`config.mk`:
```
export PLATFORM = sky130hd
export DESIGN_NAME = lccs_lane
export DESIGN_NICKNAME = d
export VERILOG_FILES = /design/src/hw/rtl/lccs_pkg.sv /design/src/hw/rtl/lccs_lane.sv
export SDC_FILE = /design/constraint.sdc
export NUM_CORES = 2
export LEC_CHECK = 0
export BUFFER_PORTS_ARGS = -buffer_cell sky130_fd_sc_hd__clkbuf_2
export CAP_MARGIN = 20
export CORE_MARGIN = 2
export CORE_UTILIZATION = 50
export DETAILED_ROUTE_END_ITERATION = 8
export PLACE_DENSITY_LB_ADDON = 0.05
export RECOVER_POWER = 25
export SLEW_MARGIN = 20
export SYNTH_ARGS = -nofsm -noshare
export SYNTH_HDL_FRONTEND = slang
export SYNTH_SLANG_ARGS = --single-unit
```
`constraint.sdc`:
```
create_clock -name clk -period 7.3 [get_ports clk]
set_clock_uncertainty 0.2 [all_clocks]
set_input_delay 1.095 -clock clk [delete_from_list [all_inputs] [get_ports clk]]
set_output_delay 1.095 -clock clk [all_outputs]
set_load 0.01 [all_outputs]
```
`src/hw/rtl/lccs_pkg.sv`:
```
// Types and constants for the lagged cross-correlation sums block.
package lccs_pkg;

  localparam int SAMPLE_W   = 12;
  localparam int PROD_W     = 2 * SAMPLE_W;
  localparam int SUM_W      = 64;
  localparam int SLOT_W     = 3;
  localparam int LAG_W      = 8;
  localparam int REQ_W      = 2;
  localparam int WLEN_W     = 7;
  localparam int LCNT_W     = 4;
  localparam int CFG_IDX_W  = 2;
  localparam int CFG_DATA_W = 64;

  // Request codes
  localparam logic [REQ_W-1:0] REQ_SAMPLE = 2'd0;
  localparam logic [REQ_W-1:0] REQ_READ   = 2'd1;
  localparam logic [REQ_W-1:0] REQ_CLEAR  = 2'd2;

  // Configuration register indexes
  localparam logic [CFG_IDX_W-1:0] CFG_WAVE_LEN  = 2'd0;
  localparam logic [CFG_IDX_W-1:0] CFG_LAG_COUNT = 2'd1;
  localparam logic [CFG_IDX_W-1:0] CFG_LAG_TABLE = 2'd2;

  localparam logic [WLEN_W-1:0] WAVE_LEN_RST  = 7'd64;
  localparam logic [LCNT_W-1:0] LAG_COUNT_RST = 4'd1;

  typedef struct packed {
    logic [REQ_W-1:0]    req_type;
    logic [SAMPLE_W-1:0] sample_a;
    logic [SAMPLE_W-1:0] sample_b;
  } in_item_t;

  typedef struct packed {
    logic [SLOT_W-1:0] lag_slot;
    logic [SUM_W-1:0]  pair_count;
    logic [SUM_W-1:0]  total_a;
    logic [SUM_W-1:0]  total_b;
    logic [SUM_W-1:0]  total_aa;
    logic [SUM_W-1:0]  total_ab;
    logic [SUM_W-1:0]  total_bb;
    logic              final_slot;
  } out_item_t;

  typedef struct packed {
    logic [SUM_W-1:0] pair_count;
    logic [SUM_W-1:0] total_a;
    logic [SUM_W-1:0] total_b;
    logic [SUM_W-1:0] total_aa;
    logic [SUM_W-1:0] total_ab;
    logic [SUM_W-1:0] total_bb;
  } sums_t;

  // Per-lane control from the top level's pipeline
  typedef struct packed {
    logic take;  // stage A item moves into stage B
    logic hit;   // the moving sample forms a pair at this lag
    logic add;   // stage B holds a sample: accumulate
    logic clr;   // stage B holds a clear: zero the sums
  } lane_ctl_t;

endpackage

```
`src/hw/rtl/lccs_lane.sv`:
```
// One lag slot: product registers and six saturating accumulators.
module lccs_lane (
  input  logic                            clk,
  input  logic                            rst_n,
  input  lccs_pkg::lane_ctl_t             ctl,
  input  logic [lccs_pkg::SAMPLE_W-1:0]   x,
  input  logic [lccs_pkg::SAMPLE_W-1:0]   y,
  output lccs_pkg::sums_t                 sums
);

  logic                          hit_r;
  logic [lccs_pkg::SAMPLE_W-1:0] x_r;
  logic [lccs_pkg::SAMPLE_W-1:0] y_r;
  logic [lccs_pkg::PROD_W-1:0]   xx_r;
  logic [lccs_pkg::PROD_W-1:0]   xy_r;
  logic [lccs_pkg::PROD_W-1:0]   yy_r;
  lccs_pkg::sums_t               sums_r;
  lccs_pkg::sums_t               sums_nxt;

  function automatic logic [lccs_pkg::SUM_W-1:0] sat_add(
    input logic [lccs_pkg::SUM_W-1:0] s,
    input logic [lccs_pkg::SUM_W-1:0] v
  );
    logic [lccs_pkg::SUM_W:0] t;
    t = {1'b0, s} + {1'b0, v};
    return t[lccs_pkg::SUM_W] ? '1 : t[lccs_pkg::SUM_W-1:0];
  endfunction

  always_ff @(posedge clk) begin
    if (ctl.take) begin
      hit_r <= ctl.hit;
      x_r   <= x;
      y_r   <= y;
      xx_r  <= lccs_pkg::PROD_W'(x) * lccs_pkg::PROD_W'(x);
      xy_r  <= lccs_pkg::PROD_W'(x) * lccs_pkg::PROD_W'(y);
      yy_r  <= lccs_pkg::PROD_W'(y) * lccs_pkg::PROD_W'(y);
    end
  end

  always_comb begin
    sums_nxt = sums_r;
    if (ctl.clr) begin
      sums_nxt = '0;
    end else if (ctl.add && hit_r) begin
      sums_nxt.pair_count = sat_add(sums_r.pair_count, lccs_pkg::SUM_W'(1));
      sums_nxt.total_a    = sat_add(sums_r.total_a, lccs_pkg::SUM_W'(x_r));
      sums_nxt.total_b    = sat_add(sums_r.total_b, lccs_pkg::SUM_W'(y_r));
      sums_nxt.total_aa   = sat_add(sums_r.total_aa, lccs_pkg::SUM_W'(xx_r));
      sums_nxt.total_ab   = sat_add(sums_r.total_ab, lccs_pkg::SUM_W'(xy_r));
      sums_nxt.total_bb   = sat_add(sums_r.total_bb, lccs_pkg::SUM_W'(yy_r));
    end
  end

  always_ff @(posedge clk) begin
    if (!rst_n) begin
      sums_r <= '0;
    end else begin
      sums_r <= sums_nxt;
    end
  end

  assign sums = sums_r;

endmodule

```
Yosys cells after proc, flatten, opt, wreduce, memory -nomap -nowiden
Index checks and enable logic that the tools add are counted.
- bitwise gates (word level): 1
- add/subtract/negate cells: 6
- multiplexer cells: 6
- $mul: 3
- reduce and logical (&&, ||, !) cells: 2
- operators by type and width (kind ; number):
    $mux W64 ; 6
    $add A64 B24 Y65 ; 3
    $add A64 B12 Y65 ; 2
    $mul A12 B12 Y24 ; 3
    $add A64 B1 Y65 const B ; 1
    $reduce_or A2 Y1 ; 1
    $logic_and A1 B1 Y1 ; 1
    $not A1 Y1 ; 1
- flip-flop bits (word level): 481
- output and inout port bits: 384
- input port bits: 30
- logic and storage cells: 30

Depth between registers and ports, before layout
- depth after elaboration: 2
- gate-level depth with buffers: 23
- mapped depth without buffers: 22

Worst setup path before layout
Ideal clock, no wire load.
- kind: input -> register
- from: input x[8] (netlist name)
- to: register xx_r[23] (netlist name) (data pin)
- path buffers: 2
- arrival time: 6372 ps
- cell stages on the path: 21
- path slack: 469 ps
- setup time: 259 ps
- data required time: 6841 ps
- cells stage by stage: clkbuf_1 clkbuf_1 nand2_1 fa_1 inv_1 fa_1 fa_1 fa_1 inv_1 fa_1 inv_1 ha_1 nor2_1 nor2b_1 nor2_1 a21oi_1 a41o_1 o211a_1 a2111oi_0 a21oi_1 xnor2_1
- word-level cells in the longest chain between the ends: 1
- RTL lines (item ; RTL line ; source):
    from (decl) ; lccs_lane.sv:6 ; input logic [lccs_pkg::SAMPLE_W-1:0] x,
    $mul A12 B12 Y24 ; lccs_lane.sv:34 ; xx_r <= lccs_pkg::PROD_W'(x) * lccs_pkg::PROD_W'(x);
    to (signal assigned) ; lccs_lane.sv:34 ;
    to (decl) ; lccs_lane.sv:14 ; logic [lccs_pkg::PROD_W-1:0] xx_r;
No other way between the ends.
A chain may end at the register's enable or synchronous reset.

Final worst setup path
- from: input y[4] (netlist name)
- to: register yy_r[22] (netlist name) (data pin)
- word-level cells in the longest chain between the ends: 1
- RTL lines (item ; RTL line ; source):
    from (decl) ; lccs_lane.sv:7 ; input logic [lccs_pkg::SAMPLE_W-1:0] y,
    $mul A12 B12 Y24 ; lccs_lane.sv:36 ; yy_r <= lccs_pkg::PROD_W'(y) * lccs_pkg::PROD_W'(y);
    to (signal assigned) ; lccs_lane.sv:36 ;
    to (decl) ; lccs_lane.sv:16 ; logic [lccs_pkg::PROD_W-1:0] yy_r;
No other way between the ends.

==> flow_metrics.py <==
metrics = {
    "power_and_ir_drop": {
        "p_int_mw": 7.121,
        "leakagePower_nw": 17.98,
        "clock_power_share_pct": 23.7,
        "swShare_pct": 37.98,
        "combPwrFrac_pct": 47.8,
        "power.switching_mw": 4.361,
        "pwr-share-seq_pct": 28.5,
        "p_per_area_nw_per_um2": 279.1,
        "ir_worst_vdd_v": 0.0002845,
    },
    "timing": {
        "setup_tns_ns": 0,
        "period_needed_ns": 6.679,
        "fmax_mhz": 149.7,
        "tightest_slew_ns": 2.879,
        "slew_headroom_pct": -91.95,
        "fin_crit_sh_pct": 91.50,
        "setup_viol_count_final": 0,
        "fin_hold_ws_ns": 0.2890,
        "hold_viol": 0,
        "drv_slew": 96,
        "rsz0062_at_grt": "no",
    },
    "route": {
        "drt_iter0_drc": 1721,
        "drc_errors": 0,
        "drt_first_pass_iters": 4,
        "wl_per_cell_um": 17.85,
        "finalWirelength_mm": 98.22,
        "via_per_inst": 5.492,
        "route.vias.total": 30230,
        "ant_nets": 0,
    },
    "synthesis": {
        "syn-instance-count": 4153,
        "syn-num-nets": 4721,
        "synth-async-reset-ratio_pct": 0,
        "yosys_warnings": 0,
        "synth_edf_count": 93,
        "avgSynthCellArea_um2": 8.792,
        "synth_seq_cells": 477,
        "syn_area_um2": 36520,
        "ys.flop_type": "dfxtp_1",
        "ys_types": 80,
        "synth-seq-area-share_pct": 28.70,
    },
    "placement": {
        "gp_congestion": 0.8986,
        "port_buffers": 413,
        "dp_hpwl_mm": 74.47,
    },
    "clock_tree": {
        "clkLatencyLatePin_ns": 0.62,
        "post_cts_buffers": 0,
        "cts_buffer_depth": 3,
        "path_clk_slew_ns": 0.06,
        "clockRootBuffer": "clkbuf_16",
        "ctsResizeCount": 0,
        "cts_sinks": 477,
        "htreeDepth": 2,
        "cts_tree": "built",
        "cts_buffers": 54,
        "postCtsHoldBufs": 0,
    },
    "global_route": {
        "first_global_vias": 28870,
        "grt_pass1_wl_mm": 154.7,
        "grtUsageTotal_pct": 25.39,
        "grt_max_degree": 164,
        "overflow": 0,
        "grt_antenna_before_repair": 2,
    },
    "cells_and_area": {
        "syn_to_final_growth_pct": 12.67,
        "multiInputGateArea_um2": 23550,
        "nets": 5071,
        "drive_above_1_share_pct": 10.32,
        "register_area_um2": 10480,
        "nFillCells": 6833,
    },
    "setup_path": {
        "r2r-start": "sums[192]",
        "reg2reg_to": "sums[193]",
        "r2r_cells": 12,
        "ff2ff_setup_slack_ns": 3.25,
        "critPathArrivalTime_ns": 6.83,
        "crit_fanout": 15,
        "cp.required_ns": 7.46,
        "end_kind": "flop",
        "criticalPathCategory": "in -> reg",
        "worst_setup_path_start_kind": "input pin",
    },
    "floorplanning": {
        "pin_count": 414,
        "core-area_um2": 72590,
        "rows": 99,
        "dieArea_um2": 75210,
        "start_util_pct": 50.31,
        "die_y_um": 274.2,
        "die_width_um": 274.2,
    },
    "worst_hold_path": {
        "hold_start": "sums[156]",
        "min_path_type": "reg -> reg",
        "min_to": "sums[156]",
        "holdPathStages": 1,
    },
    "flow_run": {
        "drv_cap": 2,
    },
    "outcome": {
        "violations": "capacitance limit, slew limit",
        "outcome": "complete, but fails checks",
    },
}
cells in the mapped netlist, types with 93 or more instances:
master | instances | share of area (%)
a21oi_1 | 391 | 5.4
and2_1 | 165 | 2.8
clkbuf_1 | 155 | 1.6
dfxtp_1 | 384 | 21
edfxtp_1 | 93 | 7.6
fa_1 | 267 | 15
ha_1 | 271 | 9.3
inv_1 | 485 | 5.0
nand2_1 | 332 | 3.4
nand3_1 | 128 | 1.8
nor2_1 | 195 | 2.0
o21ai_0 | 185 | 2.5
xnor2_1 | 229 | 5.5
xor2_1 | 123 | 3.0
area by class of cell:
type                            instances  share of cell area, %
Clock buffer                           72                  3.692
Timing Repair Buffer                  468                  5.639
Sequential cell                       477                  25.47
Antenna cell                            1               0.006083
Clock inverter                         24                 0.5900
Multi-Input combinational cell       3016                  57.25
Tap cell                              959                  2.917
Inverter                              486                  4.434
worst max-delay path by stage:
stage,cells past startpoint,endpoint,startpoint,slack (ns)
floorplan,21,xx_r[23],x[8],0.47
global placement,20,yy_r[22],y[3],0.31
detailed placement,19,xx_r[22],x[8],0.26
CTS,19,xx_r[22],x[8],0.88
global route,22,xx_r[22],x[7],0.28
finish,19,yy_r[22],y[4],0.62
placed cells by master (no fill, tap or decap), types with 35 or more instances in the layout:
cell	count
inv_1	485
a21oi_1	391
dfxtp_1	384
nand2_1	331
clkbuf_2	286
ha_1	271
fa_1	267
xnor2_1	229
nor2_1	195
o21ai_0	185
and2_1	162
clkbuf_1	142
nand3_1	128
xor2_1	123
edfxtp_1	93
nor3_1	90
and3_1	81
nand4_1	66
clkbuf_16	54
a31oi_1	53
buf_4	46
a21o_1	44
and4_1	37
a211oi_1	35
power groups by stage:
stage	combinational [mW]	sequential [mW]	clock, mW
floorplan	4.35	3.27	0
global placement	5.53	3.34	0
detailed placement	5.52	3.34	0
CTS	5.58	3.28	2.78
global route	6.32	3.29	2.88
finish	5.49	3.28	2.72
per-layer routing:
| metal | share of wire [%] | track usage [%] |
|---|---|---|
| met1 | 45 | 34.76 |
| met2 | 48 | 42.61 |
| met3 | 4.4 | 2.741 |
| met4 | 2.6 | 6.965 |
| met5 | 0.011 | 0 |
logic make-up (layout without fill, tap and decap cells):
| logic type | after synthesis | count (layout) | share of synthesized area (%) |
|---|---|---|---|
| other cells | 0 | 1 | 0 |
| flops | 477 | 477 | 28.70 |
| xor+xnor | 352 | 352 | 8.443 |
| simple gates | 1244 | 1244 | 17.48 |
| compound gates | 869 | 869 | 14.22 |
| buf+inv | 660 | 1050 | 6.863 |
| fa+ha+maj | 538 | 538 | 23.92 |
| mux | 13 | 13 | 0.3735 |
through the flow:
stage	cell area [µm²]	worst slack [ns]	total power, mW	utilization, %	instances
finish	41140	0.6206	11.48	56.68	5503
global route	41140	0.2786	12.49	56.68	5503
CTS	41320	0.8830	11.64	56.93	5502
detailed placement	39560	0.2607	8.863	54.50	5406
global placement	39560	0.3079	8.865	54.50	5406
floorplan	36520	0.4692	7.621	-	4153
registers in the layout (all words and copies together) (netlist names):
name   flops
xx_r      22
x_r       12
y_r       12
sums     384
yy_r      22
xy_r      24
hit_r      1
worst max-delay path, cell delays in order:
cell      delay [ns]
clkbuf_1        0.57
inv_1           0.21
nor2_1          0.20
fa_1            0.47
fa_1            0.48
fa_1            0.52
fa_1            0.54
inv_1           0.05
fa_1            0.52
inv_1           0.04
ha_1            0.23
or3_1           0.35
o31ai_1         0.26
buf_4           0.18
o21ai_0         0.13
or4_1           0.42
a31oi_1         0.25
o21ai_0         0.15
xor2_1          0.15
Note: power is estimated with default switching activity, not from simulation.
